`src/design/tpx_pkg.sv`:
```
// Shared types, constants and helpers for the ToF phase to XYZ converter.
package tpx_pkg;

    // Result item kinds
    typedef enum logic [1:0] {
        KIND_PIX = 2'd0,
        KIND_Z   = 2'd1,
        KIND_Y   = 2'd2,
        KIND_X   = 2'd3
    } kind_t;

    // Configuration port
    localparam int CFG_IDX_W  = 4;
    localparam int CFG_DATA_W = 24;

    localparam logic [CFG_IDX_W-1:0] IDX_FRAME_COLS = 4'd0;
    localparam logic [CFG_IDX_W-1:0] IDX_FRAME_ROWS = 4'd1;
    localparam logic [CFG_IDX_W-1:0] IDX_CENTRE_COL = 4'd2;
    localparam logic [CFG_IDX_W-1:0] IDX_CENTRE_ROW = 4'd3;
    localparam logic [CFG_IDX_W-1:0] IDX_PITCH_COL  = 4'd4;
    localparam logic [CFG_IDX_W-1:0] IDX_PITCH_ROW  = 4'd5;
    localparam logic [CFG_IDX_W-1:0] IDX_FOCAL_LEN  = 4'd6;
    localparam logic [CFG_IDX_W-1:0] IDX_MAX_RANGE  = 4'd7;

    // Datapath widths
    localparam int SIZE_W    = 13;  // clamped frame size, up to 2047
    localparam int MAG_W     = 16;  // sensor offset magnitude in pixels Q.4
    localparam int NORM_BITS = 26;  // ray components are brought below 2^26
    localparam int PROD_W    = 40;  // offset magnitude times pitch
    localparam int ROOT_W    = 27;  // ray length
    localparam int SQ_W      = 2 * ROOT_W;
    localparam int MUL_A_W   = 32;
    localparam int MUL_B_W   = 26;
    localparam int NUM_W     = MUL_A_W + MUL_B_W;
    localparam int DEN_W     = ROOT_W + 16;
    localparam int QUOT_W    = 16;
    localparam int VAL_W     = 17;

    localparam logic signed [VAL_W-1:0] Z_MIN_START = 17'sd7500;

    typedef struct packed {
        logic [10:0] frame_cols;
        logic [10:0] frame_rows;
        logic [13:0] centre_col;
        logic [13:0] centre_row;
        logic [23:0] pitch_col;
        logic [23:0] pitch_row;
        logic [23:0] focal_len;
        logic [15:0] max_range_mm;
    } cfg_t;

    // One classified pixel request between front and back
    typedef struct packed {
        logic [15:0]      phase;
        logic             xneg;
        logic [MAG_W-1:0] xmag;
        logic             yneg;
        logic [MAG_W-1:0] ymag;
        logic             frame_end;
    } pix_req_t;

    // Frame size: zero counts as one, oversize counts as the maximum
    function automatic logic [SIZE_W-1:0] clamp_size(logic [10:0] v, logic [SIZE_W-1:0] maxv);
        logic [SIZE_W-1:0] ve;
        ve = SIZE_W'(v);
        if (v == 11'd0) begin
            return SIZE_W'(1);
        end
        return (ve > maxv) ? maxv : ve;
    endfunction

endpackage

```
`src/design/tpx_fifo.sv`:
```
// Two-entry request queue between the front end and the back end.
module tpx_fifo (
    input  logic              aclk,
    input  logic              aresetn,
    input  logic              push,
    input  tpx_pkg::pix_req_t push_data,
    output logic              full,
    input  logic              pop,
    output tpx_pkg::pix_req_t pop_data,
    output logic              not_empty
);
    import tpx_pkg::*;

    pix_req_t   mem_reg [2];
    logic       wr_ptr_reg, rd_ptr_reg;
    logic [1:0] cnt_reg;

    assign full      = (cnt_reg == 2'd2);
    assign not_empty = (cnt_reg != 2'd0);
    assign pop_data  = mem_reg[rd_ptr_reg];

    always_ff @(posedge aclk) begin
        if (push) begin
            mem_reg[wr_ptr_reg] <= push_data;
        end
    end

    always_ff @(posedge aclk) begin
        if (!aresetn) begin
            wr_ptr_reg <= 1'b0;
            rd_ptr_reg <= 1'b0;
            cnt_reg    <= 2'd0;
        end else begin
            if (push) begin
                wr_ptr_reg <= !wr_ptr_reg;
            end
            if (pop) begin
                rd_ptr_reg <= !rd_ptr_reg;
            end
            case ({push, pop})
                2'b10:   cnt_reg <= cnt_reg + 2'd1;
                2'b01:   cnt_reg <= cnt_reg - 2'd1;
                default: cnt_reg <= cnt_reg;
            endcase
        end
    end

endmodule

```
`config.mk`:
```
export PLATFORM = sky130hd
export DESIGN_NAME = tpx_fifo
export DESIGN_NICKNAME = d
export VERILOG_FILES = /design/src/design/tpx_pkg.sv /design/src/design/tpx_fifo.sv
export SDC_FILE = /design/constraint.sdc
export NUM_CORES = 1
export LEC_CHECK = 0
export BUFFER_PORTS_ARGS = -buffer_cell sky130_fd_sc_hd__clkbuf_2
export CORE_MARGIN = 2
export CORE_UTILIZATION = 30
export CTS_CLUSTER_SIZE = 30
export DETAILED_ROUTE_END_ITERATION = 7
export PLACE_DENSITY = 0.52
export SKIP_LAST_GASP = 1
export SYNTH_ARGS = -nofsm -noshare
export SYNTH_HDL_FRONTEND = slang
export SYNTH_SLANG_ARGS = --single-unit
```
`constraint.sdc`:
```
create_clock -name aclk -period 3.9 [get_ports aclk]
set_input_delay 0.195 -clock aclk [delete_from_list [all_inputs] [get_ports aclk]]
set_output_delay 0.195 -clock aclk [all_outputs]
set_load 0.03 [all_outputs]
```
==> flow_results.org, run 1 <==
** Final layout
- The library cells used most frequently in the layout, excluding fill and tap cells, are clkbuf_2 (107), edfxtp_1 (102), mux2_2 (51), clkbuf_16 (9), dfxtp_1 (4).
- After the last flow step, the layout net total stands at 352.
- Number of cells in the finished layout apart from fillers :: 473
- In the final layout, the share of cells above drive strength 1 is 0.5947.
- Area added between synthesis and finish :: 26.08%
- Diodes inserted :: 0
- Most frequent standard cell in the layout excluding fill and tap cells :: clkbuf_2
- The register with the most flip-flops in the layout has 102 of them.

** Power
- Internal portion of total power :: 1.877 mW
- Switching power :: 0.6181 mW
- Switching fraction of total power :: 0.2477
- VDD IR max :: 231.1 uV
- Sequential group share of total power :: 0.541
- Leakage power of the design :: 1.838 nW
- Of the total power, combinational logic draws 0.136.
- In this run the power density over the cells is 509.3 mW/mm2.
- The share of total power dissipated in the clock network is 0.324.

** Critical path
- STA classifies the critical path startpoint as a register.
- Number of logic stages on the critical path including buffering :: 3
- CP required :: 3700 ps
- Critical path buffers and inverters :: 2
- For this run, the slowest stage of the critical path takes 690 ps.
- In this run the critical register-to-register path is launched from wr_ptr_reg.
- The number of cells on the worst reg-to-reg path is 2.
- The worst setup path is captured at an output pin.
- Critical Path AT :: 2140 ps
- Traced cell by cell, the critical path runs through buf_4 > mux2_2 > clkbuf_2.
- The worst setup path is of the register to output pin kind.
- Broken down by cell family, the worst path's largest delay share belongs to flip-flops.
- Along the worst path, the maximum fanout reaches 30.
- Slowest CP cell :: dfxtp_2

** Timing
- Max-slew headroom at the worst pin :: 0.4399
- Across the routed clock network, the largest skew measured is 5.626 ps.
- Setup repair after global routing left no endpoint under its margin.
- Once routing completed, OpenROAD measured the worst setup slack at 1569 ps.
- Highest clock frequency the design can meet :: 429.1 MHz
- Count of endpoints failing hold in the final timing report :: 0
- The smallest clock period supported by the final layout is computed as 2331 ps.
- The count of final max-slew check failures is 0.
- Setup total negative slack on the finished layout was measured at 0 ps.
- Setup violations remaining at the end of the flow were counted as 0.
- For the pin with the worst max-slew slack, the measured transition is 840.1 ps.
- In the finished design, the share of the clock period the worst path needs comes to 0.5976.

** Global route
- Aggregate global routing overflow :: 0
- Total global-route track usage :: 0.1055
- Global-route wire length before repair :: 10760 um
- Entering global routing, the biggest net connects 32 pins.
- The initial antenna violation count was 0.
- Via count of the first global-routing pass :: 2116

** Placement
- Final estimated routing congestion in global placement :: 0.6215
- OpenSTA, run right after detailed placement, puts the worst setup slack at 1879 ps.
- Total instance count after detailed placement :: 457
- Detailed placement ended at an HPWL of 4379 um.
- Number of input and output port buffers inserted :: 107

** Floorplanning
- IO Pins :: 108
- Die H :: 117.8 um
- In this run the horizontal extent of the chip is 117.8 um.
- Core region area :: 0.01262 mm2
- Area of the die :: 0.01388 mm2
- After floorplanning, the core was divided into 41 placement rows.
- The initial utilization of the core area, before any placement, comes to 0.3080.

** Synthesis
- Counting flops and latches in the post-synthesis netlist gives 107.
- Average cell area after synthesis :: 21.47 um2
- In this run, distinct cell masters in the synthesized netlist total 17.
- Cell area after synthesis :: 0.003886 mm2
- Ys Warns :: 0
- Number of cells produced by synthesis :: 181
- Post-synth net total :: 237
- Of the synthesized area, sequential elements account for 0.8139.

** Clock tree
- The number of setup buffers added after CTS is 0.
- Buffers inserted during clock tree synthesis total 9.
- Clock latency on the worst-skew pair, taken at its later pin, is 340 ps.
- TritonCTS built the clock tree.
- Root buffer cell :: clkbuf_16
- Post-CTS Hold Fix Bufs :: 0
- Clk pin slew, worst setup/hold paths :: 70 ps
- Maximum number of buffers from clock root to sink :: 2
- Maximum level of the CTS H-tree :: 3
- Sinks on the clock net :: 107
- In this run, post-CTS repair resized a total of 0 instances.

** Run status
- Status :: completed

** Worst hold path
- Type of the most critical hold path :: input pin to register
- Min-delay src :: push_data[2]
- Hold depth :: 1

** Route
- Vias :: 2014
- Iteration-0 DRC count of the detailed router :: 80
- After detailed routing, the average wire length per cell comes to 14.53 um.
- DRC :: 0
- The detail route stage leaves a number of antenna-violating nets equal to 0.
- Wires add up to 6875 um.
- Vias per std cell :: 4.258
- Before antenna repair, the detailed router went through 4 iterations.

** Job
- Max-capacitance violation count :: 0
==> cell type report <==
class,count,area [um2]
well taps,172,215.2
multi-input cells,67,698.2
clock buffers,10,229.0
clock inverters,6,31.28
fillers,1233,7720
repair buffers,110,558.0
inverters,1,3.754
flip-flops and latches,107,3164
==> cell families after synthesis <==
kind of cell               synth area share
DFF                                  0.8139
xor gates and xnor gates           0.006762
adders and majority gates          0.003219
AOI/OAI and AO/OA                  0.005152
and+or+nand+nor                     0.01449
muxes                                0.1478
buffers and inverters              0.008692
==> stage by stage <==
step           area [um2]  power, mW  utilization  hold WS (ps)
6_report             4900      2.495       0.3883         31.89
5_1_grt              4900      2.603       0.3883         11.25
3_3_place_gp         4639      1.718       0.3676         384.7
3_5_place_dp         4639      1.720       0.3676         387.1
4_1_cts              4900      2.544       0.3883         13.14
2_1_floorplan        3886      1.606            -         293.9
==> per-layer routing <==
metal	global-route usage	up-vias	routed length, um
met2	0.1664	72	3384
met3	0.04360	12	486
li1	-	940	-
met5	0	-	0
met4	0.06099	0	181
met1	0.1207	990	2822
==> worst paths after layout <==
| path | endpoint | slack (ps) |
|---|---|---|
| max | pop_data[8] | 1570 |
| min | mem_reg[1][2] | 30 |
| max reg2reg | mem_reg[1][3] | 2030 |
| min reg2reg | cnt_reg[1] | 520 |
==> synth_stat cells <==
cell type	n	area share
a21boi_1	1	0.0019
and2_1	4	0.0064
and2b_2	1	0.0023
buf_2	6	0.0077
dfxtp_1	5	0.026
edfxtp_1	102	0.79
ha_1	1	0.0032
inv_1	1	0.00096
mux2_2	51	0.15
nor2_1	1	0.00096
nor2b_1	1	0.0016
o21a_1	1	0.0019
o21ai_0	1	0.0013
or2_2	1	0.0016
or3_1	1	0.0016
xnor2_1	2	0.0045
xor2_1	1	0.0023
==> power groups by stage <==
stage               clock network, mW  registers, mW  logic (mW)
finish                          0.808           1.35       0.338
global placement                    0           1.37       0.344
detailed placement                  0           1.38       0.345
CTS                             0.847           1.35       0.346
global route                    0.885           1.35       0.363
floorplan                           0           1.36       0.242
Note: power is estimated with default switching activity, not from simulation.
==> run 2: changes to the inputs <==
clock period = 2.4 ns   (was 3.9 ns; I/O delays follow)
==> flow_results.org, run 2 (same netlist as run 1, synthesis figures left out) <==
** Timing
- Worst hold margin :: 45.18 ps (+13.29 ps)
- Timing would allow up to 579.4 MHz.
- The worst path needs 1726 ps of the cycle, external delays included.
- The number of endpoints failing setup at the final stage was 0 (unchanged).
- Dividing the final minimum period by the clock period gives 0.7191.
- Max-slew violation count :: 0 (unchanged)
- The smallest setup slack after layout is 674.2 ps (-895.3 ps).
- Setup TNS after final layout :: 0 ps (unchanged)
- Unrepaired setup endpoints after global routing :: no
- Max-slew headroom at the worst pin :: 0.7408 (+0.3009)
- The slew at the pin closest to its max-slew limit was 388.8 ps (-451.4 ps).
- Final worst clock skew :: 3.702 ps (-1.924 ps)
- The final hold violation count came to 0 (unchanged).

** Final layout
- Area added between synthesis and finish :: 41.18%
- The flip-flop count of the largest register, all copies and words added is 102 (unchanged).
- Diodes inserted :: 0 (unchanged)
- The library cell used most frequently in the layout, excluding fill and tap cells, is clkbuf_2.
- Net count reported at finish :: 404 (+15%)
- Commonest cells after routing, fill and taps aside :: clkbuf_2 (107), edfxtp_1 (102), mux2_2 (51), dlygate4sd3_1 (51), clkbuf_16 (10)
- Ratio of cells with drive above 1 in the final layout :: 0.5127 (-0.08194)
- The count of non-filler cells in the finished layout came to 525 (+11%).

** Global route
- The initial antenna violation count came to 0 (unchanged).
- Via count of the first global-routing pass :: 2337 (+10%)
- The global routing usage summed across all routing layers is 0.1108 (+0.005288).
- Largest net degree at the start of global routing :: 52 (+63%)
- The final global-route overflow total came to 0 (unchanged).
- Global-route wire length before repair :: 11750 um (+9.2%)

** Critical path
- Critical Path AT :: 1610 ps (-530 ps)
- Critical path's largest stage delay :: 390 ps (-300 ps)
- The total buffers and inverters traversed by the critical path was 2 (unchanged).
- The critical path is of the register to output pin type.
- The endpoint identified for the worst register-to-register timing path is mem_reg[0][5].
- Critical path, cell by cell :: buf_4 > mux2_2 > clkbuf_2
- The critical path ends at pop_data[36].
- The slowest stage of the critical path belongs to the cell mux2_2.
- STA classifies the critical path endpoint as an output pin.
- R2R setup slack :: 1140 ps (-890 ps)
- The number of cells on the worst reg-to-reg path came to 2 (unchanged).
- Cell type group with the largest total delay on the critical path :: buffers and inverters
- The worst register-to-register path begins at wr_ptr_reg.
- The top fanout value on the critical path came to 27 (-10%).
- Number of logic stages on the critical path including buffering :: 3 (unchanged)
- Startpoint types :: register
- CP required :: 2280 ps (-1420 ps)

** Route
- The number of design rule violations left after detail routing was 0 (unchanged).
- Vias :: 2159 (+7.2%)
- The first-pass iteration count of the detailed router is 4 (unchanged).
- Vias per std cell :: 4.112 (-3.4%)
- Iteration-0 DRC count of the detailed router :: 108 (+35%)
- The average detailed-routed wire length per instance is 13.71 um (-5.7%).
- The remaining antenna violation count after routing came to 0 (unchanged).
- The detailed-route wire length came to 7199 um (+4.7%).

** Clock tree
- Maximum level of the CTS H-tree :: 3 (unchanged)
- Cts bufs inserted :: 9 (unchanged)
- The number of gates resized after CTS is 0 (unchanged).
- Clk pin slew, worst setup/hold paths :: 60 ps (about the same)
- The total clock sinks is 107 (unchanged).
- TritonCTS clock tree :: built
- Clock Latency Late Sink :: 340 ps (about the same)
- Root buffer cell :: clkbuf_16
- Maximum number of buffers from clock root to sink :: 2 (unchanged)

** Floorplanning
- The initial core utilization was 0.3080 (unchanged).
- Core region area :: 0.01262 mm2 (unchanged)
- IO Pins :: 108 (unchanged)
- # rows :: 41 (unchanged)
- The y dimension of the die was 117.8 um (unchanged).
- The x dimension of the die was 117.8 um (unchanged).
- The area of the die came to 0.01388 mm2 (unchanged).

** Power
- Clock Power Share :: 0.339 (+0.015)
- The register share of total power was 0.511 (-0.030).
- Design Power :: 4.263 mW (+71%)
- The logic gate share of total power is 0.150 (+0.014).
- The internal power contribution was 3.268 mW (+74%).
- Switching fraction of total power :: 0.2334 (-0.01436)
- Switching power :: 0.9947 mW (+61%)
- The power density of the placed cells is 776.9 mW/mm2 (+53%).
- Leakage power of the design :: 2.083 nW (+13%)
- The worst voltage drop across the vdd grid came to 277.8 uV (+20%).

** Placement
- The routability congestion estimate from global placement came to 0.6681 (+7.5%).
- Total instance count after detailed placement :: 458 (+0.22%)
- The port buffer count came to 107 (unchanged).
- The placed wire-length estimate is 4462 um (+1.9%).
- Worst Setup Slack post-DPL :: 1013 ps (-865.7 ps)

** Worst hold path
- Type of the most critical hold path :: input pin to register
- Hold depth :: 2 (+1)

** Job
- The max-cap violation count came to 0 (unchanged).

** Run status
- Status :: completed
-- run 2: changes by cell type in the layout (fill, tap and decap cells not counted), moves of 2 or more --
cell	delta
buf_12	+2
clkbuf_8	+3
dlygate4sd3_1	+51
clkinv_2	-2
clkinv_1	-2
-- run 2: final cells by class --
| class | count | area (um2) |
|---|---|---|
| Clock buffer | 15 | 299.0 |
| Clock inverter | 1 | 5.005 |
| Fill cell | 1206 | 7133 |
| Inverter | 1 | 3.754 |
| Multi-Input combinational cell | 67 | 698.2 |
| Sequential cell | 107 | 3164 |
| Tap cell | 172 | 215.2 |
| Timing Repair Buffer | 162 | 1101 |
-- run 2: repair_timing --
item,in CTS,in global routing
endpoints found under the hold margin,102,0
buffers inserted,0,0
hold buffers,51,0
-- run 2: power by group through the flow --
stage / Sequential (mW) / Clock, mW / Combinational, mW
after floorplan: 2.21 / 0 / 0.394
after global placement: 2.21 / 0 / 0.582
after detailed placement: 2.22 / 0 / 0.586
after CTS: 2.18 / 1.50 / 0.654
after global routing: 2.19 / 1.58 / 0.686
final: 2.18 / 1.44 / 0.640
-- run 2: routing by layer --
layer / part of all wire / vias up / track usage
met5: 0 / - / 0
li1: - / 1041 / -
met1: 0.42 / 1045 / 0.1316
met3: 0.050 / 10 / 0.03004
met4: 0.021 / 0 / 0.05873
met2: 0.50 / 63 / 0.1835
-- run 2: stage by stage --
| step | util | instance area [um2] |
|---|---|---|
| 2_1_floorplan | - | 3889 |
| 3_3_place_gp | 0.3702 | 4672 |
| 3_5_place_dp | 0.3702 | 4672 |
| 4_1_cts | 0.4348 | 5487 |
| 5_1_grt | 0.4348 | 5487 |
| 6_report | 0.4348 | 5487 |
-- run 2: worst register-to-register path, delay by kind of cell (launching register included) --
family | cells | cell delay (ps)
DFF | 1 | 340
buffers and inverters | 1 | 290
and+or+nand+nor | 1 | 250
-- run 2: worst min path at each step --
stage / from / endpoint / slack (ps)
floorplan: push_data[0] / mem_reg[0][0] / 220
global placement: push_data[47] / mem_reg[0][47] / 310
detailed placement: push_data[47] / mem_reg[1][47] / 310
CTS: aresetn / wr_ptr_reg / 30
global route: aresetn / wr_ptr_reg / 50
finish: aresetn / wr_ptr_reg / 50
