--- src/design/tpx_pkg.sv ---
// Shared types, constants and helpers for the ToF phase to XYZ converter.
package tpx_pkg;

    // Result item kinds
    typedef enum logic [1:0] {
        KIND_PIX = 2'd0,
        KIND_Z   = 2'd1,
        KIND_Y   = 2'd2,
        KIND_X   = 2'd3
    } kind_t;

    // Configuration port
    localparam int CFG_IDX_W  = 4;
    localparam int CFG_DATA_W = 24;

    localparam logic [CFG_IDX_W-1:0] IDX_FRAME_COLS = 4'd0;
    localparam logic [CFG_IDX_W-1:0] IDX_FRAME_ROWS = 4'd1;
    localparam logic [CFG_IDX_W-1:0] IDX_CENTRE_COL = 4'd2;
    localparam logic [CFG_IDX_W-1:0] IDX_CENTRE_ROW = 4'd3;
    localparam logic [CFG_IDX_W-1:0] IDX_PITCH_COL  = 4'd4;
    localparam logic [CFG_IDX_W-1:0] IDX_PITCH_ROW  = 4'd5;
    localparam logic [CFG_IDX_W-1:0] IDX_FOCAL_LEN  = 4'd6;
    localparam logic [CFG_IDX_W-1:0] IDX_MAX_RANGE  = 4'd7;

    // Datapath widths
    localparam int SIZE_W    = 13;  // clamped frame size, up to 2047
    localparam int MAG_W     = 16;  // sensor offset magnitude in pixels Q.4
    localparam int NORM_BITS = 26;  // ray components are brought below 2^26
    localparam int PROD_W    = 40;  // offset magnitude times pitch
    localparam int ROOT_W    = 27;  // ray length
    localparam int SQ_W      = 2 * ROOT_W;
    localparam int MUL_A_W   = 32;
    localparam int MUL_B_W   = 26;
    localparam int NUM_W     = MUL_A_W + MUL_B_W;
    localparam int DEN_W     = ROOT_W + 16;
    localparam int QUOT_W    = 16;
    localparam int VAL_W     = 17;

    localparam logic signed [VAL_W-1:0] Z_MIN_START = 17'sd7500;

    typedef struct packed {
        logic [10:0] frame_cols;
        logic [10:0] frame_rows;
        logic [13:0] centre_col;
        logic [13:0] centre_row;
        logic [23:0] pitch_col;
        logic [23:0] pitch_row;
        logic [23:0] focal_len;
        logic [15:0] max_range_mm;
    } cfg_t;

    // One classified pixel request between front and back
    typedef struct packed {
        logic [15:0]      phase;
        logic             xneg;
        logic [MAG_W-1:0] xmag;
        logic             yneg;
        logic [MAG_W-1:0] ymag;
        logic             frame_end;
    } pix_req_t;

    // Frame size: zero counts as one, oversize counts as the maximum
    function automatic logic [SIZE_W-1:0] clamp_size(logic [10:0] v, logic [SIZE_W-1:0] maxv);
        logic [SIZE_W-1:0] ve;
        ve = SIZE_W'(v);
        if (v == 11'd0) begin
            return SIZE_W'(1);
        end
        return (ve > maxv) ? maxv : ve;
    endfunction

endpackage

--- src/design/tpx_div.sv ---
// Restoring divider, one quotient bit per cycle: a 16-bit quotient or a full-width one.
module tpx_div (
    input  logic                       aclk,
    input  logic                       aresetn,
    input  logic                       start,
    input  logic                       wide,
    input  logic [tpx_pkg::NUM_W-1:0]  num,
    input  logic [tpx_pkg::DEN_W-1:0]  den,
    output logic                       done,
    output logic [tpx_pkg::VAL_W-1:0]  quot
);
    import tpx_pkg::*;

    localparam int REM_W = DEN_W + 1;
    localparam int CNT_W = $clog2(NUM_W);

    logic [REM_W-1:0] rem_reg, trial;
    logic [NUM_W-1:0] sh_reg;
    logic [DEN_W-1:0] den_reg;
    logic [CNT_W-1:0] cnt_reg;
    logic             busy_reg, done_reg;
    logic             ge;

    // Shift in the next numerator bit and compare
    assign trial = {rem_reg[REM_W-2:0], sh_reg[NUM_W-1]};
    assign ge    = trial >= REM_W'(den_reg);
    assign done  = done_reg;
    assign quot  = sh_reg[VAL_W-1:0];

    // Datapath; the narrow mode starts with the upper numerator bits, known below den
    always_ff @(posedge aclk) begin
        if (start) begin
            den_reg <= den;
            if (wide) begin
                rem_reg <= '0;
                sh_reg  <= num;
            end else begin
                rem_reg <= REM_W'(num >> QUOT_W);
                sh_reg  <= num << (NUM_W - QUOT_W);
            end
        end else if (busy_reg) begin
            rem_reg <= ge ? REM_W'(trial - REM_W'(den_reg)) : trial;
            sh_reg  <= {sh_reg[NUM_W-2:0], ge};
        end
    end

    // Step control
    always_ff @(posedge aclk) begin
        if (!aresetn) begin
            busy_reg <= 1'b0;
            done_reg <= 1'b0;
            cnt_reg  <= '0;
        end else begin
            done_reg <= 1'b0;
            if (start) begin
                busy_reg <= 1'b1;
                cnt_reg  <= wide ? CNT_W'(NUM_W - 1) : CNT_W'(QUOT_W - 1);
            end else if (busy_reg) begin
                cnt_reg <= cnt_reg - CNT_W'(1);
                if (cnt_reg == '0) begin
                    busy_reg <= 1'b0;
                    done_reg <= 1'b1;
                end
            end
        end
    end

endmodule

--- src/design/tpx_back.sv ---
// Back end: ray normalization, square root, coordinate divides, frame stats, output.
module tpx_back #(
    parameter int MAX_COLS = 1024,
    parameter int MAX_ROWS = 1024
) (
    input  logic                             aclk,
    input  logic                             aresetn,
    input  tpx_pkg::cfg_t                    cfg,
    input  logic                             req_valid,
    input  tpx_pkg::pix_req_t                req_data,
    output logic                             req_pop,
    output logic                             m_valid,
    input  logic                             m_ready,
    output logic [1:0]                       m_item_kind,
    output logic signed [tpx_pkg::VAL_W-1:0] m_value_a,
    output logic signed [tpx_pkg::VAL_W-1:0] m_value_b,
    output logic signed [tpx_pkg::VAL_W-1:0] m_value_c,
    output logic                             m_last_of_run
);
    import tpx_pkg::*;

    localparam int NW     = $clog2(MAX_COLS * MAX_ROWS + 1);
    localparam int SUM_W  = NW + VAL_W + 1;
    localparam int REM_W  = ROOT_W + 3;
    localparam int SCNT_W = $clog2(ROOT_W);

    localparam logic [1:0] AX_Z = 2'd0;
    localparam logic [1:0] AX_Y = 2'd1;
    localparam logic [1:0] AX_X = 2'd2;

    typedef enum logic [4:0] {
        ST_IDLE, ST_DNUM, ST_XM, ST_YM, ST_LDY, ST_NORM,
        ST_SQF, ST_SQX, ST_SQY, ST_SQSUM, ST_ROOT, ST_DEN,
        ST_NUM, ST_DSTART, ST_DWAIT, ST_PIX,
        ST_ASTART, ST_AWAIT, ST_AEMIT
    } state_t;

    function automatic logic signed [VAL_W-1:0] sat16(logic neg, logic [QUOT_W-1:0] mag);
        if (neg) begin
            return (mag > 16'd32768) ? -17'sd32768 : -$signed({1'b0, mag});
        end
        return (mag > 16'd32767) ? 17'sd32767 : $signed({1'b0, mag});
    endfunction

    state_t state_reg;
    logic [1:0]        ax_reg;
    logic [SCNT_W-1:0] scnt_reg;

    // Output register
    logic                    out_valid_reg;
    kind_t                   kind_reg;
    logic signed [VAL_W-1:0] a_reg, b_reg, c_reg;
    logic                    last_reg;
    logic                    out_free;

    // Frame statistics
    logic signed [SUM_W-1:0] sum_z_reg, sum_y_reg, sum_x_reg;
    logic signed [VAL_W-1:0] lo_z_reg, hi_z_reg, lo_y_reg, hi_y_reg, lo_x_reg, hi_x_reg;

    // Datapath registers
    pix_req_t              req_reg;
    logic [NUM_W-1:0]      mul_reg;
    logic [31:0]           dnum_reg;
    logic [PROD_W-1:0]     fm_reg, xm_reg, ym_reg;
    logic [SQ_W-1:0]       acc_reg;
    logic [REM_W-1:0]      rem_reg;
    logic [ROOT_W-1:0]     root_reg;
    logic [DEN_W-1:0]      den_reg;
    logic [QUOT_W-1:0]     qz_reg, qy_reg, qx_reg;
    logic signed [VAL_W-1:0] avg_reg;

    logic [MUL_A_W-1:0] mul_a;
    logic [MUL_B_W-1:0] mul_b;
    logic [MUL_B_W-1:0] comp_sel;
    logic [PROD_W-1:0]  norm_or;
    logic               norm_more;
    logic [REM_W-1:0]   rem_n, trial;
    logic               root_ge;
    logic               div_start, div_done, div_wide;
    logic [NUM_W-1:0]   div_num;
    logic [DEN_W-1:0]   div_den;
    logic [VAL_W-1:0]   div_quot;
    logic [SIZE_W-1:0]  ec, er;
    logic [2*SIZE_W-1:0] npix;
    logic signed [SUM_W-1:0] sum_sel;
    logic [SUM_W-1:0]   sum_mag;
    logic               sum_neg;
    logic signed [VAL_W-1:0] z_pix, y_pix, x_pix;
    logic signed [VAL_W-1:0] lo_sel, hi_sel;
    kind_t              stat_kind;

    assign req_pop  = (state_reg == ST_IDLE) && req_valid;
    assign out_free = !out_valid_reg || m_ready;

    assign m_valid       = out_valid_reg;
    assign m_item_kind   = kind_reg;
    assign m_value_a     = a_reg;
    assign m_value_b     = b_reg;
    assign m_value_c     = c_reg;
    assign m_last_of_run = last_reg;

    // Component for the current coordinate divide
    always_comb begin
        case (ax_reg)
            AX_Y:    comp_sel = ym_reg[MUL_B_W-1:0];
            AX_X:    comp_sel = xm_reg[MUL_B_W-1:0];
            default: comp_sel = fm_reg[MUL_B_W-1:0];
        endcase
    end

    // Shared multiplier operand select
    always_comb begin
        mul_a = '0;
        mul_b = '0;
        case (state_reg)
            ST_DNUM: begin
                mul_a = MUL_A_W'(req_reg.phase);
                mul_b = MUL_B_W'(cfg.max_range_mm);
            end
            ST_XM: begin
                mul_a = MUL_A_W'(cfg.pitch_col);
                mul_b = MUL_B_W'(req_reg.xmag);
            end
            ST_YM: begin
                mul_a = MUL_A_W'(cfg.pitch_row);
                mul_b = MUL_B_W'(req_reg.ymag);
            end
            ST_SQF: begin
                mul_a = MUL_A_W'(fm_reg[MUL_B_W-1:0]);
                mul_b = fm_reg[MUL_B_W-1:0];
            end
            ST_SQX: begin
                mul_a = MUL_A_W'(xm_reg[MUL_B_W-1:0]);
                mul_b = xm_reg[MUL_B_W-1:0];
            end
            ST_SQY: begin
                mul_a = MUL_A_W'(ym_reg[MUL_B_W-1:0]);
                mul_b = ym_reg[MUL_B_W-1:0];
            end
            ST_NUM: begin
                mul_a = dnum_reg;
                mul_b = comp_sel;
            end
            default: begin
                mul_a = '0;
                mul_b = '0;
            end
        endcase
    end

    // Normalization and square root step
    assign norm_or   = fm_reg | xm_reg | ym_reg;
    assign norm_more = |norm_or[PROD_W-1:NORM_BITS];
    assign rem_n     = {rem_reg[REM_W-3:0], acc_reg[SQ_W-1 -: 2]};
    assign trial     = REM_W'({root_reg, 2'b01});
    assign root_ge   = rem_n >= trial;

    // Pixel values from quotients
    assign z_pix = $signed({1'b0, qz_reg});
    assign y_pix = sat16(req_reg.yneg, qy_reg);
    assign x_pix = sat16(req_reg.xneg, qx_reg);

    // Statistics select for the current axis
    always_comb begin
        case (ax_reg)
            AX_Y: begin
                sum_sel = sum_y_reg; lo_sel = lo_y_reg; hi_sel = hi_y_reg; stat_kind = KIND_Y;
            end
            AX_X: begin
                sum_sel = sum_x_reg; lo_sel = lo_x_reg; hi_sel = hi_x_reg; stat_kind = KIND_X;
            end
            default: begin
                sum_sel = sum_z_reg; lo_sel = lo_z_reg; hi_sel = hi_z_reg; stat_kind = KIND_Z;
            end
        endcase
    end
    assign sum_neg = sum_sel[SUM_W-1];
    assign sum_mag = sum_neg ? SUM_W'(-sum_sel) : SUM_W'(sum_sel);

    assign ec   = clamp_size(cfg.frame_cols, SIZE_W'(MAX_COLS));
    assign er   = clamp_size(cfg.frame_rows, SIZE_W'(MAX_ROWS));
    assign npix = ec * er;

    // Divider shared by coordinates and averages; averages take the full quotient
    assign div_start = (state_reg == ST_DSTART) || (state_reg == ST_ASTART);
    assign div_wide  = (state_reg == ST_ASTART);
    assign div_num   = (state_reg == ST_DSTART) ? mul_reg : NUM_W'(sum_mag);
    assign div_den   = (state_reg == ST_DSTART) ? den_reg : DEN_W'(npix);

    tpx_div u_div (
        .aclk    (aclk),
        .aresetn (aresetn),
        .start   (div_start),
        .wide    (div_wide),
        .num     (div_num),
        .den     (div_den),
        .done    (div_done),
        .quot    (div_quot)
    );

    // Datapath registers
    always_ff @(posedge aclk) begin
        mul_reg <= mul_a * mul_b;
        case (state_reg)
            ST_IDLE: begin
                if (req_valid) begin
                    req_reg <= req_data;
                end
            end
            ST_XM: dnum_reg <= mul_reg[31:0];
            ST_YM: xm_reg <= mul_reg[PROD_W-1:0];
            ST_LDY: begin
                ym_reg <= mul_reg[PROD_W-1:0];
                fm_reg <= PROD_W'({cfg.focal_len, 4'b0});
            end
            ST_NORM: begin
                if (norm_more) begin
                    fm_reg <= fm_reg >> 1;
                    xm_reg <= xm_reg >> 1;
                    ym_reg <= ym_reg >> 1;
                end
            end
            ST_SQX: acc_reg <= SQ_W'(mul_reg);
            ST_SQY: acc_reg <= acc_reg + SQ_W'(mul_reg);
            ST_SQSUM: begin
                acc_reg  <= acc_reg + SQ_W'(mul_reg);
                rem_reg  <= '0;
                root_reg <= '0;
            end
            ST_ROOT: begin
                rem_reg  <= root_ge ? REM_W'(rem_n - trial) : rem_n;
                root_reg <= {root_reg[ROOT_W-2:0], root_ge};
                acc_reg  <= acc_reg << 2;
            end
            ST_DEN: begin
                den_reg <= DEN_W'({root_reg, 16'b0}) - DEN_W'(root_reg);
                if (root_reg == '0) begin
                    qz_reg <= '0;
                    qy_reg <= '0;
                    qx_reg <= '0;
                end
            end
            ST_DWAIT: begin
                if (div_done) begin
                    case (ax_reg)
                        AX_Y:    qy_reg <= div_quot[QUOT_W-1:0];
                        AX_X:    qx_reg <= div_quot[QUOT_W-1:0];
                        default: qz_reg <= div_quot[QUOT_W-1:0];
                    endcase
                end
            end
            ST_AWAIT: begin
                // low bits of the signed average, truncated toward zero
                if (div_done) begin
                    avg_reg <= sum_neg ? $signed(VAL_W'(-div_quot)) : $signed(div_quot);
                end
            end
            default: begin
            end
        endcase
    end

    // Sequencer, statistics and output register
    always_ff @(posedge aclk) begin
        if (!aresetn) begin
            state_reg     <= ST_IDLE;
            ax_reg        <= AX_Z;
            scnt_reg      <= '0;
            out_valid_reg <= 1'b0;
            kind_reg      <= KIND_PIX;
            a_reg         <= '0;
            b_reg         <= '0;
            c_reg         <= '0;
            last_reg      <= 1'b0;
            sum_z_reg     <= '0;
            sum_y_reg     <= '0;
            sum_x_reg     <= '0;
            lo_z_reg      <= Z_MIN_START;
            hi_z_reg      <= '0;
            lo_y_reg      <= '0;
            hi_y_reg      <= '0;
            lo_x_reg      <= '0;
            hi_x_reg      <= '0;
        end else begin
            if (m_ready) begin
                out_valid_reg <= 1'b0;
            end
            case (state_reg)
                ST_IDLE: begin
                    if (req_valid) begin
                        state_reg <= ST_DNUM;
                    end
                end
                ST_DNUM:  state_reg <= ST_XM;
                ST_XM:    state_reg <= ST_YM;
                ST_YM:    state_reg <= ST_LDY;
                ST_LDY:   state_reg <= ST_NORM;
                ST_NORM: begin
                    if (!norm_more) begin
                        state_reg <= ST_SQF;
                    end
                end
                ST_SQF:   state_reg <= ST_SQX;
                ST_SQX:   state_reg <= ST_SQY;
                ST_SQY:   state_reg <= ST_SQSUM;
                ST_SQSUM: begin
                    scnt_reg  <= SCNT_W'(ROOT_W - 1);
                    state_reg <= ST_ROOT;
                end
                ST_ROOT: begin
                    scnt_reg <= scnt_reg - SCNT_W'(1);
                    if (scnt_reg == '0) begin
                        state_reg <= ST_DEN;
                    end
                end
                ST_DEN: begin
                    ax_reg    <= AX_Z;
                    state_reg <= (root_reg == '0) ? ST_PIX : ST_NUM;
                end
                ST_NUM:    state_reg <= ST_DSTART;
                ST_DSTART: state_reg <= ST_DWAIT;
                ST_DWAIT: begin
                    if (div_done) begin
                        if (ax_reg == AX_X) begin
                            state_reg <= ST_PIX;
                        end else begin
                            ax_reg    <= ax_reg + 2'd1;
                            state_reg <= ST_NUM;
                        end
                    end
                end
                ST_PIX: begin
                    if (out_free) begin
                        out_valid_reg <= 1'b1;
                        kind_reg      <= KIND_PIX;
                        a_reg         <= z_pix;
                        b_reg         <= y_pix;
                        c_reg         <= x_pix;
                        last_reg      <= !req_reg.frame_end;
                        sum_z_reg     <= sum_z_reg + SUM_W'(z_pix);
                        sum_y_reg     <= sum_y_reg + SUM_W'(y_pix);
                        sum_x_reg     <= sum_x_reg + SUM_W'(x_pix);
                        if (z_pix < lo_z_reg) lo_z_reg <= z_pix;
                        if (z_pix > hi_z_reg) hi_z_reg <= z_pix;
                        if (y_pix < lo_y_reg) lo_y_reg <= y_pix;
                        if (y_pix > hi_y_reg) hi_y_reg <= y_pix;
                        if (x_pix < lo_x_reg) lo_x_reg <= x_pix;
                        if (x_pix > hi_x_reg) hi_x_reg <= x_pix;
                        ax_reg    <= AX_Z;
                        state_reg <= req_reg.frame_end ? ST_ASTART : ST_IDLE;
                    end
                end
                ST_ASTART: state_reg <= ST_AWAIT;
                ST_AWAIT: begin
                    if (div_done) begin
                        state_reg <= ST_AEMIT;
                    end
                end
                ST_AEMIT: begin
                    if (out_free) begin
                        out_valid_reg <= 1'b1;
                        kind_reg      <= stat_kind;
                        a_reg         <= avg_reg;
                        b_reg         <= lo_sel;
                        c_reg         <= hi_sel;
                        last_reg      <= (ax_reg == AX_X);
                        if (ax_reg == AX_X) begin
                            sum_z_reg <= '0;
                            sum_y_reg <= '0;
                            sum_x_reg <= '0;
                            lo_z_reg  <= Z_MIN_START;
                            hi_z_reg  <= '0;
                            lo_y_reg  <= '0;
                            hi_y_reg  <= '0;
                            lo_x_reg  <= '0;
                            hi_x_reg  <= '0;
                            state_reg <= ST_IDLE;
                        end else begin
                            ax_reg    <= ax_reg + 2'd1;
                            state_reg <= ST_ASTART;
                        end
                    end
                end
                default: state_reg <= ST_IDLE;
            endcase
        end
    end

endmodule

--- config.mk ---
export PLATFORM = sky130hd
export DESIGN_NAME = tpx_back
export DESIGN_NICKNAME = d
export VERILOG_FILES = /design/src/design/tpx_pkg.sv /design/src/design/tpx_div.sv /design/src/design/tpx_back.sv
export SDC_FILE = /design/constraint.sdc
export NUM_CORES = 2
export LEC_CHECK = 0
export ABC_AREA = 1
export BUFFER_PORTS_ARGS = -buffer_cell sky130_fd_sc_hd__buf_2
export CELL_PAD_IN_SITES_DETAIL_PLACEMENT = 0
export CELL_PAD_IN_SITES_GLOBAL_PLACEMENT = 2
export CORE_MARGIN = 3
export CORE_UTILIZATION = 38
export DETAILED_ROUTE_END_ITERATION = 16
export GPL_TIMING_DRIVEN = 0
export PLACE_DENSITY_LB_ADDON = 0.1
export SYNTH_ARGS = -nofsm -noshare
export SYNTH_HDL_FRONTEND = slang
export SYNTH_SLANG_ARGS = --single-unit
export TNS_END_PERCENT = 100
--- constraint.sdc ---
create_clock -name aclk -period 10.3 [get_ports aclk]
set_input_delay 3.09 -clock aclk [delete_from_list [all_inputs] [get_ports aclk]]
set_output_delay 3.09 -clock aclk [all_outputs]
set_load 0.01 [all_outputs]
==> metrics.txt <==
# TYPE chip_impl_metric gauge
chip_impl_metric{name="route.antenna.remaining_nets",unit=""} 0
chip_impl_metric{name="whs_path_depth",unit=""} 1
chip_impl_metric{name="drtIter0Drc",unit=""} 7635
chip_impl_metric{name="sequentialPowerShare",unit="%"} 20.5
chip_impl_metric{name="part_of_the_cycle_the_worst_path_needs",unit="%"} 98.4
chip_impl_info{name="hold_end",value="sum_z_reg[22]"} 1
chip_impl_metric{name="cts_max_level",unit=""} 3
chip_impl_metric{name="cp_max_fo",unit=""} 10
chip_impl_metric{name="gpl.final_weighted_congestion",unit=""} 0.970
chip_impl_metric{name="pin_count",unit=""} 249
chip_impl_metric{name="syn_area",unit="sq um"} 90400
chip_impl_metric{name="row_count",unit=""} 178
chip_impl_metric{name="total_routing_usage_reported_by_global_routing",unit="%"} 32.7
chip_impl_metric{name="first_global_vias",unit=""} 84000
chip_impl_info{name="min-delay-path-class",value="flop to flop"} 1
chip_impl_metric{name="tritoncts.num_buffers",unit=""} 114
chip_impl_metric{name="remaining_drc_errors",unit=""} 0
chip_impl_metric{name="final_cell_area",unit="sq um"} 100000
chip_impl_metric{name="setup_viol",unit=""} 0
chip_impl_metric{name="timing.final.hold_violations",unit=""} 0
chip_impl_metric{name="floorplan.die_area",unit="sq um"} 244000
chip_impl_metric{name="cpPeakStageDelay",unit="ps"} 750
chip_impl_metric{name="synthCells",unit=""} 12200
chip_impl_metric{name="dp_cells",unit=""} 15500
chip_impl_metric{name="clkPwrFrac",unit="%"} 18.1
chip_impl_metric{name="critPathRequiredTime",unit="ps"} 10900
chip_impl_metric{name="grt_pass1_wl",unit="mm"} 582
chip_impl_metric{name="period_minus_slack",unit="ps"} 10140
chip_impl_metric{name="synth_async_sr_flop_share",unit="%"} 0
chip_impl_metric{name="maximum_clock_insertion_buffer_count",unit=""} 3
chip_impl_metric{name="clock-skew-final",unit="ps"} 139
chip_impl_metric{name="aggregate_global_routing_overflow",unit=""} 0
chip_impl_metric{name="synth-edff-count",unit=""} 552
chip_impl_metric{name="synth_cell_type_count",unit=""} 63
chip_impl_metric{name="worst_slew_margin_rel",unit="%"} 4.72
chip_impl_metric{name="pwr_density_cell",unit="nW/um^2"} 239
chip_impl_metric{name="antenna_found_initial",unit=""} 17
chip_impl_metric{name="dp_hpwl",unit="mm"} 336
chip_impl_metric{name="finalNonFillerCells",unit=""} 15800
chip_impl_info{name="reg2reg_to",value="mul_reg[57]"} 1
chip_impl_metric{name="routed_via_density",unit=""} 5.37
chip_impl_metric{name="placement.io_buffers",unit=""} 220
chip_impl_metric{name="final.fill_count",unit=""} 24800
chip_impl_info{name="cts_tree",value="built"} 1
chip_impl_metric{name="total_leakage_power",unit="uW"} 0.0477
chip_impl_metric{name="timing.fmax",unit="GHz"} 0.0986
chip_impl_metric{name="combPwrFrac",unit="%"} 61.4
chip_impl_metric{name="die_w",unit="microns"} 494
chip_impl_metric{name="synth_fa_ha_area_share",unit="%"} 26.2
chip_impl_info{name="min_from",value="sum_z_reg[22]"} 1
chip_impl_metric{name="max_cap_violations",unit=""} 0
chip_impl_metric{name="die-height",unit="microns"} 494
chip_impl_info{name="cp_slowest_cell",value="fa_1"} 1
chip_impl_metric{name="drt_pass1_iterations",unit=""} 8
chip_impl_info{name="synth_area_leader_cell",value="edfxtp_1"} 1
chip_impl_metric{name="synth-simple-area-share",unit="%"} 22.6
chip_impl_metric{name="sum_neg_setup_slack",unit="ps"} 0
chip_impl_metric{name="wl_per_cell",unit="microns"} 25.7
chip_impl_metric{name="clk_pin_slew",unit="ps"} 70
chip_impl_metric{name="finalMaxSlewViolations",unit=""} 0
chip_impl_metric{name="ys_ff_latch",unit=""} 902
chip_impl_info{name="run_status",value="complete, no violations"} 1
chip_impl_metric{name="p_switching",unit="uW"} 12700
chip_impl_metric{name="core_area",unit="sq um"} 236000
chip_impl_metric{name="r2r_cells",unit=""} 30
chip_impl_metric{name="post_synthesis_compound_gate_area_fraction",unit="%"} 12.0
chip_impl_info{name="cts-root-buf",value="clkbuf_16"} 1
chip_impl_metric{name="placed_instance_area",unit="sq um"} 95900
chip_impl_metric{name="worst-slew-pin-transition",unit="ps"} 1410
chip_impl_info{name="crit_path_start_kind",value="input port"} 1
chip_impl_metric{name="synth.avg_cell_area",unit="sq um"} 7.44
chip_impl_metric{name="crit_arrival",unit="ps"} 10740
chip_impl_info{name="synth_flop_cell",value="edfxtp_1"} 1
chip_impl_metric{name="synth.top_cell.area_share",unit="%"} 18.3
chip_impl_metric{name="post_synth_mux_area_share",unit="%"} 0
chip_impl_metric{name="clkSinkCount",unit=""} 902
chip_impl_info{name="worst_setup_path_end_kind",value="flop"} 1
chip_impl_metric{name="cell_internal_pwr",unit="uW"} 11200
chip_impl_metric{name="synthesis.yosys.warnings",unit=""} 0
chip_impl_metric{name="cts_hold_buffers",unit=""} 0
chip_impl_metric{name="finish.net_count",unit=""} 14100
chip_impl_metric{name="synth_xor_area_share",unit="%"} 2.00
chip_impl_info{name="path_class",value="input port to flop"} 1
chip_impl_metric{name="num_vias",unit=""} 84600
chip_impl_metric{name="yosysSeqAreaShare",unit="%"} 26.1
chip_impl_metric{name="drt-total-wl",unit="mm"} 405
chip_impl_metric{name="ff2ff_setup_slack",unit="ps"} 240
chip_impl_metric{name="power.switching_fraction",unit="%"} 53.3
chip_impl_info{name="largest_family_of_logic_cells_by_synthesized_area",value="adder cells"} 1
chip_impl_metric{name="drive_above_1_share",unit="%"} 6.11
chip_impl_metric{name="largest_net_degree_at_the_start_of_global_routing",unit=""} 59
chip_impl_info{name="worst_r2r_startpoint",value="ax_reg[0]"} 1
chip_impl_metric{name="postSynthNetCount",unit=""} 13800
chip_impl_metric{name="vdd_ir_drop_max",unit="uV"} 404
chip_impl_info{name="synth.top_cells.by_area",value="edfxtp_1, fa_1, nand2_1, inv_1, ha_1"} 1
chip_impl_info{name="rsz_0062_raised_after_global_routing",value="false"} 1
chip_impl_metric{name="clock_insertion_delay_worst_skew",unit="ps"} 840
chip_impl_metric{name="flow.area_growth_from_synthesis",unit="%"} 10.8
chip_impl_metric{name="initial_utilization",unit="%"} 38.3
[cell families after synthesis]
| group | Yosys count |
|---|---|
| xor+xnor | 206 |
| flops | 902 |
| compound gates | 1975 |
| fa+ha+maj | 1407 |
| buf+inv | 2601 |
| simple gates | 5060 |
[worst max path at each step]
| stage | start | endpoint | slack, ps | depth (start not counted) |
|---|---|---|---|---|
| floorplan | cfg[59] | mul_reg[39] | 1240 | 29 |
| global placement | cfg[87] | mul_reg[46] | -1600 | 25 |
| detailed placement | cfg[11] | mul_reg[46] | -1570 | 26 |
| CTS | cfg[3] | mul_reg[50] | 6 | 27 |
| global route | cfg[10] | mul_reg[39] | 5 | 29 |
| finish | cfg[4] | mul_reg[42] | 160 | 29 |
[area by class of cell]
cell class	count	area (sq um)	share of cell area, %
clock inverters	77	981	0.979
multi-input cells	8648	57100	57.0
flip-flops and latches	902	23600	23.5
inverters	2203	8270	8.26
well taps	3150	3940	3.93
diodes	7	17.5	0.0175
repair buffers	250	1550	1.55
clock buffers	139	2990	2.98
plain buffers	394	1750	1.75
[layout by cell type (no fill, tap or decap), types with 32 or more instances in the layout]
cell type / netlist / layout
nand4_1: 90 / 90
fa_1: 805 / 805
xor2_1: 140 / 140
nor3_1: 112 / 111
o21ai_0: 714 / 703
nand3_1: 519 / 516
clkbuf_1: 193 / 202
inv_2: 35 / 35
xnor2_1: 66 / 66
nor2_1: 1370 / 1360
a31oi_1: 78 / 77
o21bai_1: 39 / 39
inv_1: 2154 / 2153
edfxtp_1: 552 / 552
a22o_1: 46 / 46
ha_1: 602 / 602
o22ai_1: 81 / 81
dfxtp_1: 350 / 350
clkbuf_16: 0 / 115
a21oi_1: 814 / 804
nand2_1: 2826 / 2820
buf_2: 180 / 399
or2_2: 32 / 32
[power groups by stage]
stage	clock, uW	combinational [uW]	sequential, uW
global route	4530	15900	4910
finish	4330	14700	4900
detailed placement	0	14400	4970
global placement	0	14300	5010
CTS	4410	14500	4900
floorplan	0	8530	4660
[what timing repair did]
| item | CTS | global route |
|---|---|---|
| setup endpoints to repair | 38 | 19 |
| setup buffers | 2 | 2 |
| resized for setup | 27 | 31 |
| pin swaps | 1 | 1 |
[worst max-delay path, delay by kind of cell]
family | cells | cell delay, ps
buf+inv | 8 | 940
simple gates | 8 | 970
compound gates | 5 | 1610
fa+ha+maj | 8 | 4120
[synth_stat cells (30+ instances only)]
master,n
o22ai_1,81
nand4_1,90
inv_1,2154
a21oi_1,814
clkbuf_1,193
a31oi_1,78
a22o_1,46
edfxtp_1,552
o21ai_0,714
nand3_1,519
or2_2,32
buf_2,180
xor2_1,140
nor4_1,30
nor2_1,1370
xnor2_1,66
nor3_1,112
o21bai_1,39
ha_1,602
nand2_1,2826
inv_2,35
a21o_1,31
dfxtp_1,350
fa_1,805
[metrics by stage]
stage	power [uW]	hold WS, ps	utilization, %	worst slack (ps)
after floorplan	13200	423	-	1240
after global placement	19300	441	40.5	-1600
after detailed placement	19300	449	40.7	-1570
after CTS	23800	458	42.4	6.47
after global routing	25300	472	42.5	4.99
final	23900	457	42.5	160
[routing by layer]
metal / vias to the layer above / routed length (microns) / global-route usage (%)
met2: 2924 / 183000 / 52.5
met1: 41700 / 174000 / 43.7
met3: 626 / 25300 / 4.32
met4: 4 / 22600 / 15.0
li1: 39400 / - / -
met5: - / 19 / 0
No activity file was read; power rests on OpenSTA's default activity.
